### config.mk
export PLATFORM = sky130hd
export DESIGN_NAME = multichannel_ultrasonic_ranger
export DESIGN_NICKNAME = d
export VERILOG_FILES = /design/src/sv/mur_pkg.sv /design/src/sv/multichannel_ultrasonic_ranger.sv
export SDC_FILE = /design/constraint.sdc
export NUM_CORES = 2
export LEC_CHECK = 0
export ABC_AREA = 1
export ABC_CLOCK_PERIOD_IN_PS = 24100
export BUFFER_PORTS_ARGS = -buffer_cell sky130_fd_sc_hd__buf_2
export CAP_MARGIN = 20
export CORE_MARGIN = 8
export CORE_UTILIZATION = 63
export CTS_BUF_LIST = sky130_fd_sc_hd__clkbuf_8
export CTS_CLUSTER_SIZE = 20
export DETAILED_ROUTE_END_ITERATION = 16
export PLACE_DENSITY = 0.8
export SLEW_MARGIN = 25
export SYNTH_ARGS = -nofsm -noshare
export SYNTH_HDL_FRONTEND = slang
export SYNTH_SLANG_ARGS = --single-unit
### constraint.sdc
create_clock -name clk_i -period 24.1 [get_ports clk_i]
set_input_delay 2.41 -clock clk_i [delete_from_list [all_inputs] [get_ports clk_i]]
set_output_delay 2.41 -clock clk_i [all_outputs]
set_load 0.02 [all_outputs]
### src/sv/mur_pkg.sv
// ----------------------------------------------------------------------------
// mur_pkg: shared constants of the multichannel ultrasonic ranger
// Field widths, register indexes and register reset values.
// ----------------------------------------------------------------------------
`default_nettype none

package mur_pkg;

  localparam int unsigned NUM_CHANNELS_DEF = 4;

  localparam int unsigned CHAN_W   = 2;
  localparam int unsigned COUNT_W  = 32;
  localparam int unsigned LIMIT_W  = 16;
  localparam int unsigned ECHO_W   = 3;
  localparam int unsigned SCALE_W  = 24;
  localparam int unsigned DIST_W   = 35;
  localparam int unsigned PROD_W   = COUNT_W + SCALE_W;
  localparam int unsigned FRAC_SH  = 16;
  localparam int unsigned CFG_IDX_W  = 3;
  localparam int unsigned CFG_DATA_W = 32;

  localparam logic [CFG_IDX_W-1:0] CFG_TRIG_ON    = 3'd0;
  localparam logic [CFG_IDX_W-1:0] CFG_TRIG_OFF   = 3'd1;
  localparam logic [CFG_IDX_W-1:0] CFG_PERIOD     = 3'd2;
  localparam logic [CFG_IDX_W-1:0] CFG_ECHO_LIMIT = 3'd3;
  localparam logic [CFG_IDX_W-1:0] CFG_SCALE      = 3'd4;

  localparam logic [LIMIT_W-1:0] TRIG_ON_RST    = 16'd10;
  localparam logic [LIMIT_W-1:0] TRIG_OFF_RST   = 16'd20;
  localparam logic [COUNT_W-1:0] PERIOD_RST     = 32'd1000;
  localparam logic [ECHO_W-1:0]  ECHO_LIMIT_RST = 3'd3;
  localparam logic [SCALE_W-1:0] SCALE_RST      = 24'd285213;

  localparam logic [ECHO_W-1:0] ECHO_SAT = 3'd7;

  localparam logic REQ_TICK = 1'b0;
  localparam logic REQ_EDGE = 1'b1;

endpackage

`default_nettype wire

### src/sv/multichannel_ultrasonic_ranger.sv
// ----------------------------------------------------------------------------
// multichannel_ultrasonic_ranger: time-of-flight ranging over echo channels
// Counts microsecond ticks, drives the shared trigger, stamps rising echo
// edges and turns falling edges into Q8 centimetre distances.
// ----------------------------------------------------------------------------
//
//   port group   direction   handshake               payload
//   in           sink        in_valid_i / in_stall_o   req_type, channel, echo_level
//   out          source      out_valid_o / out_stall_i trigger, distance, restart flags
//   cfg          sink        cfg_we_i                  cfg_index_i, cfg_data_i
//
// One word per cycle sustained unless the output stalls; a word passes the input
// register, then the result register fed by one 32x24 multiply and counter compares.
// Reset clears the counters, stamps and trigger and loads register defaults.
// An output stall holds the result register; the input register still takes
// one more word, then in_stall_o rises until the result is taken.
// ----------------------------------------------------------------------------
`default_nettype none

module multichannel_ultrasonic_ranger #(
  parameter int unsigned NUM_CHANNELS = mur_pkg::NUM_CHANNELS_DEF
) (
  input  wire logic                             clk_i,
  input  wire logic                             rst_ni,

  input  wire logic                             in_valid_i,
  output logic                                  in_stall_o,
  input  wire logic                             req_type_i,
  input  wire logic [mur_pkg::CHAN_W-1:0]       channel_i,
  input  wire logic                             echo_level_i,

  output logic                                  out_valid_o,
  input  wire logic                             out_stall_i,
  output logic                                  trigger_out_o,
  output logic                                  distance_valid_o,
  output logic [mur_pkg::CHAN_W-1:0]            distance_channel_o,
  output logic [mur_pkg::DIST_W-1:0]            distance_q8_o,
  output logic                                  cycle_restarted_o,

  input  wire logic                             cfg_we_i,
  input  wire logic [mur_pkg::CFG_IDX_W-1:0]    cfg_index_i,
  input  wire logic [mur_pkg::CFG_DATA_W-1:0]   cfg_data_i
);

  import mur_pkg::*;

  localparam int unsigned SHIFT_W = PROD_W - FRAC_SH;

  // configuration
  logic [LIMIT_W-1:0] trig_on_q, trig_off_q;
  logic [COUNT_W-1:0] period_q;
  logic [ECHO_W-1:0]  echo_limit_q;
  logic [SCALE_W-1:0] scale_q;

  // input register
  logic              s1_valid_q;
  logic              s1_type_q;
  logic [CHAN_W-1:0] s1_chan_q;
  logic              s1_level_q;

  // ranging state
  logic [COUNT_W-1:0] tick_q, tick_d;
  logic               trig_q, trig_d;
  logic [ECHO_W-1:0]  echoes_q, echoes_d;
  logic [COUNT_W-1:0] stamp_q [NUM_CHANNELS];

  // result register
  logic              out_valid_q;
  logic              res_trig_q;
  logic              res_dvalid_q, res_dvalid_d;
  logic [CHAN_W-1:0] res_chan_q, res_chan_d;
  logic [DIST_W-1:0] res_dist_q, res_dist_d;
  logic              res_restart_q, res_restart_d;

  logic               out_ready;
  logic               s1_fire;
  logic               in_accept;
  logic               chan_ok;
  logic               stamp_we;
  logic [COUNT_W-1:0] tick_inc;
  logic [COUNT_W-1:0] stamp_sel;
  logic [COUNT_W-1:0] elapsed;
  logic [PROD_W-1:0]  prod;
  logic [SHIFT_W-1:0] prod_sh;
  logic [ECHO_W-1:0]  echoes_inc;

  assign out_ready  = !out_valid_q || !out_stall_i;
  assign s1_fire    = s1_valid_q && out_ready;
  assign in_stall_o = s1_valid_q && !out_ready;
  assign in_accept  = in_valid_i && !in_stall_o;

  always_ff @(posedge clk_i or negedge rst_ni) begin
    if (!rst_ni) begin
      trig_on_q    <= TRIG_ON_RST;
      trig_off_q   <= TRIG_OFF_RST;
      period_q     <= PERIOD_RST;
      echo_limit_q <= ECHO_LIMIT_RST;
      scale_q      <= SCALE_RST;
    end else if (cfg_we_i) begin
      unique case (cfg_index_i)
        CFG_TRIG_ON:    trig_on_q    <= cfg_data_i[LIMIT_W-1:0];
        CFG_TRIG_OFF:   trig_off_q   <= cfg_data_i[LIMIT_W-1:0];
        CFG_PERIOD:     period_q     <= cfg_data_i[COUNT_W-1:0];
        CFG_ECHO_LIMIT: echo_limit_q <= cfg_data_i[ECHO_W-1:0];
        CFG_SCALE:      scale_q      <= cfg_data_i[SCALE_W-1:0];
        default: ;
      endcase
    end
  end

  always_ff @(posedge clk_i or negedge rst_ni) begin
    if (!rst_ni) begin
      s1_valid_q <= 1'b0;
    end else if (!in_stall_o) begin
      s1_valid_q <= in_valid_i;
    end
  end

  always_ff @(posedge clk_i) begin
    if (in_accept) begin
      s1_type_q  <= req_type_i;
      s1_chan_q  <= channel_i;
      s1_level_q <= echo_level_i;
    end
  end

  always_comb begin
    stamp_sel = '0;
    for (int i = 0; i < int'(NUM_CHANNELS); i++) begin
      if (int'(s1_chan_q) == i) begin
        stamp_sel = stamp_q[i];
      end
    end
  end

  assign chan_ok    = int'(s1_chan_q) < int'(NUM_CHANNELS);
  assign tick_inc   = tick_q + COUNT_W'(1);
  assign elapsed    = tick_q - stamp_sel;
  assign prod       = PROD_W'(elapsed) * PROD_W'(scale_q);
  assign prod_sh    = prod[PROD_W-1:FRAC_SH];
  assign echoes_inc = (echoes_q < ECHO_SAT) ? echoes_q + ECHO_W'(1) : echoes_q;

  always_comb begin
    tick_d        = tick_q;
    trig_d        = trig_q;
    echoes_d      = echoes_q;
    stamp_we      = 1'b0;
    res_dvalid_d  = 1'b0;
    res_chan_d    = '0;
    res_dist_d    = '0;
    res_restart_d = 1'b0;
    if (s1_type_q == REQ_TICK) begin
      tick_d = tick_inc;
      if (tick_inc < COUNT_W'(trig_on_q)) begin
        trig_d = 1'b1;
      end else if (tick_inc >= COUNT_W'(trig_off_q)) begin
        trig_d = 1'b0;
      end
      if (int'(echoes_q) < int'(NUM_CHANNELS) && tick_inc >= period_q) begin
        tick_d        = '0;
        echoes_d      = '0;
        res_restart_d = 1'b1;
      end
    end else if (chan_ok) begin
      if (s1_level_q) begin
        stamp_we = 1'b1;
      end else begin
        res_dvalid_d = 1'b1;
        res_chan_d   = s1_chan_q;
        res_dist_d   = (|prod_sh[SHIFT_W-1:DIST_W]) ? '1 : prod_sh[DIST_W-1:0];
        echoes_d     = echoes_inc;
        if (echoes_inc >= echo_limit_q) begin
          tick_d        = '0;
          echoes_d      = '0;
          res_restart_d = 1'b1;
        end
      end
    end
  end

  always_ff @(posedge clk_i or negedge rst_ni) begin
    if (!rst_ni) begin
      tick_q   <= '0;
      trig_q   <= 1'b0;
      echoes_q <= '0;
      for (int i = 0; i < int'(NUM_CHANNELS); i++) begin
        stamp_q[i] <= '0;
      end
    end else if (s1_fire) begin
      tick_q   <= tick_d;
      trig_q   <= trig_d;
      echoes_q <= echoes_d;
      for (int i = 0; i < int'(NUM_CHANNELS); i++) begin
        if (stamp_we && int'(s1_chan_q) == i) begin
          stamp_q[i] <= tick_q;
        end
      end
    end
  end

  always_ff @(posedge clk_i or negedge rst_ni) begin
    if (!rst_ni) begin
      out_valid_q <= 1'b0;
    end else if (out_ready) begin
      out_valid_q <= s1_valid_q;
    end
  end

  always_ff @(posedge clk_i) begin
    if (s1_fire) begin
      res_trig_q    <= trig_d;
      res_dvalid_q  <= res_dvalid_d;
      res_chan_q    <= res_chan_d;
      res_dist_q    <= res_dist_d;
      res_restart_q <= res_restart_d;
    end
  end

  assign out_valid_o        = out_valid_q;
  assign trigger_out_o      = res_trig_q;
  assign distance_valid_o   = res_dvalid_q;
  assign distance_channel_o = res_chan_q;
  assign distance_q8_o      = res_dist_q;
  assign cycle_restarted_o  = res_restart_q;

endmodule

`default_nettype wire

==> impl_summary.log <==
[metrics] CP required: 24.52 ns
[metrics] count of cell types in the netlist: 66
[metrics] area growth from synthesis to layout: 5.13%
[metrics] number of storage elements in the synthesis netlist: 301
[metrics] data arrival time of the worst path: 12.19 ns
[metrics] effective utilization at floorplan: 63.7%
[metrics] Post-Synthesis Mean Instance Area: 8.01 um2
[metrics] count of max-cap constraint violations: 0
[metrics] Final nets: 6086
[metrics] critical setup path kind: flop to flop
[metrics] total I/O pin count: 86
[metrics] Post-Syn Area: 41000 um2
[metrics] critical path's largest stage delay: 0.56 ns
[metrics] Synth warnings: 0
[metrics] total clock buffers created by CTS: 51
[metrics] Slowest cell on crit path: fa_1
[metrics] number of optimization iterations in the first detailed-route pass: 8
[metrics] part of the cycle the worst path needs: 48.8%
[metrics] status: finished, final reports clean
[metrics] Finish-stage setup viols: 0
[metrics] number of design-rule violations left by the first detailed-router iteration: 3704
[metrics] DR WL/cell: 21.0 um
[metrics] Least-Margin Pin Slew: 1.09 ns
[metrics] maximum buffer depth of the clock tree: 3
[metrics] share of synthesized area occupied by flip-flops and latches: 19.0%
[metrics] shortest period the worst path allows: 11.77 ns
[metrics] clock tree from TritonCTS: built
[metrics] CTS-repair resized insts: 0
[metrics] placed standard-cell area: 42100 um2
[metrics] sum of routed wire length over all layers: 126 mm
[metrics] ratio of cells with drive above 1 in the final layout: 6.14%
[metrics] post-route clock skew: 0.0710 ns
[metrics] number of global-route vias before repair: 35800
[metrics] Synth Instances: 5122
[metrics] final number of max-transition violations: 0
[metrics] Async SR Flop Fraction: 85.4%
[metrics] post-CTS setup repair buffer count: 0
[metrics] largest driver fanout on the critical path: 35
[metrics] DRC violations left: 0
[metrics] crit start category: flop
[metrics] pin count of the biggest net entering global routing: 156
[metrics] Design Area, Final: 43100 um2
[metrics] library cell used as clock root buffer: clkbuf_8
[metrics] total die area: 73600 um2
[metrics] unrepaired setup endpoints after global routing: no
[metrics] total overflow reported by the global router: 0
[metrics] Max-Slew Margin vs Limit: 26.5%
[metrics] class of the tightest hold or removal check: flop to flop
[metrics] global routing usage summed across all routing layers: 34.8%
[metrics] core outline area: 64500 um2
[metrics] number of buffers added on ports: 85
[metrics] type of element capturing the critical path: flop
[metrics] clock latency of the later-clocked register in the worst-skew pair: 0.69 ns
[metrics] clock-pin transition on the worst setup and hold timing paths: 0.06 ns
[metrics] nets in the synthesized netlist: 6101
[metrics] Highest Clock Rate: 85.0 MHz
[metrics] final HPWL from detailed placement: 102 mm
[metrics] H-tree depth: 2
[metrics] count of flip-flops with a built-in enable after synthesis: 44
[metrics] number of antenna violations at the first check in global routing: 3
[metrics] Chip Height: 271 um
[metrics] weighted congestion reported at the end of routability-driven placement: 1.02
[metrics] hold-fix buffer count after cts: 0
[metrics] utilization after layout: 66.9%
[metrics] Fin Setup TNS: 0 ns
[metrics] number of routed nets with antenna violations: 0
[metrics] Top delay family on crit path: adder cells
[metrics] wire length of the first global-routing pass: 201 mm
[metrics] post-layout instance count excluding filler cells: 6008
[metrics] die span in x: 271 um
[metrics] clock sink total: 301
[metrics] Vias per Instance: 5.81
[metrics] Site Rows: 93
[metrics] cell repeated most along the worst path: nand2_1
[metrics] Hold Fails Final Rpt: 0
[metrics] via count: 34900
[metrics] most common flop cell mapped by yosys: dfrtp_1
[metrics] buffer and inverter count on the worst path: 8
[metrics] placed cell count: 5909
[worst register-to-register path: cells and delay by family, from the launching register on]
family / cells / cell delay (ns)
adder cells (fa/ha/maj): 9 / 4.27
AND/OR/NAND/NOR: 16 / 3.45
buffers and inverters: 8 / 2.06
AO/OA/AOI/OAI: 8 / 1.37
flip-flops: 1 / 0.35
[layout by cell type (no fill, tap or decap), drive strengths merged, types with 8 or more instances in the layout]
| cell | Yosys | final |
|---|---|---|
| xor2 | 46 | 46 |
| fa | 658 | 658 |
| clkbuf | 156 | 62 |
| nor4 | 8 | 8 |
| o21ai | 285 | 285 |
| nand3 | 189 | 189 |
| o22ai | 32 | 32 |
| or2 | 25 | 25 |
| a21o | 8 | 8 |
| nor3 | 35 | 35 |
| nor2 | 684 | 684 |
| clkinv | 16 | 24 |
| inv | 1109 | 1131 |
| xnor2 | 20 | 20 |
| dfrtp | 236 | 236 |
| buf | 31 | 119 |
| edfxtp | 44 | 44 |
| a221oi | 10 | 10 |
| a21oi | 160 | 160 |
| dfstp | 21 | 21 |
| nand2 | 996 | 996 |
| o21bai | 17 | 17 |
| ha | 277 | 277 |
| nand4 | 22 | 22 |
[per-stage QoR]
| step | worst slack, ns | hold WS [ns] |
|---|---|---|
| 2_1_floorplan | 15.19 | 0.448 |
| 3_3_place_gp | 12.80 | 0.455 |
| 3_5_place_dp | 12.66 | 0.468 |
| 5_1_grt | 11.79 | 0.502 |
| 6_report | 12.33 | 0.480 |
| 4_1_cts | 12.67 | 0.482 |
[sequential cells by signal (all words and copies together) (netlist names)]
register	flops
s1_type_q	1
distance_channel_o	2
stamp_q	128
echoes_q	3
distance_q8_o	35
period_q	32
distance_valid_o	1
cycle_restarted_o	1
s1_valid_q	1
trig_q	1
s1_chan_q	2
tick_q	32
trig_on_q	16
s1_level_q	1
scale_q	24
trig_off_q	16
trigger_out_o	1
echo_limit_q	3
out_valid_o	1
[routing by layer]
layer | part of all wire [%] | vias up | track usage (%)
met3 | 13 | 443 | 11.5
li1 | - | 15400 | -
met4 | 4.8 | 2 | 14.7
met2 | 42 | 2101 | 51.1
met5 | 0.11 | - | 0
met1 | 40 | 17000 | 47.5
[cells in the mapped netlist (all sizes together) (22+ instances only)]
cell type | instances | area share [%]
a21oi | 160 | 2.0
buf | 31 | 0.52
clkbuf | 156 | 1.4
dfrtp | 236 | 14
edfxtp | 44 | 3.2
fa | 658 | 32
ha | 277 | 8.4
inv | 1109 | 10
nand2 | 996 | 9.2
nand3 | 189 | 2.4
nand4 | 22 | 0.37
nor2 | 684 | 6.4
nor3 | 35 | 0.46
o21ai | 285 | 3.5
o22ai | 32 | 0.49
or2 | 25 | 0.38
xor2 | 46 | 1.0
[kinds of logic (layout without fill, tap and decap cells)]
kind of cell	after synthesis	in the layout	share of synthesized area (%)
DFF	301	301	19.0
and+or+nand+nor	1968	1968	19.5
other	0	4	0
buffers and inverters	1312	1339	12.2
adders and majority gates	935	935	40.5
xor gates and xnor gates	66	66	1.49
AOI/OAI and AO/OA	540	540	7.30
[final cells by class]
type	count	area (um2)
tap	855	1070
sequential	301	7780
antenna	4	10.0
inverter	1125	4230
multi-input combinational	3509	28300
fill	5478	21300
timing repair buffer	119	703
clock inverter	33	219
clock buffer	62	853
[path summary, 6_finish.rpt]
check                           cells past startpoint               end  slack, ns         start
worst max-delay path                               41  distance_q8_o[2]      12.33  s1_chan_q[0]
worst min-delay path                                2       out_valid_o       0.48    s1_valid_q
max in group asynchronous                           2       stamp_q[77]      21.00        rst_ni
min in group asynchronous                           1       out_valid_o       1.75        rst_ni
worst min register to register                      2       out_valid_o       0.48    s1_valid_q
worst max register to register                     41  distance_q8_o[2]      12.33  s1_chan_q[0]
Power is left out: the tool's default activity adds up to more than one toggle a clock period on the data nets, which glitch-free logic cannot reach.
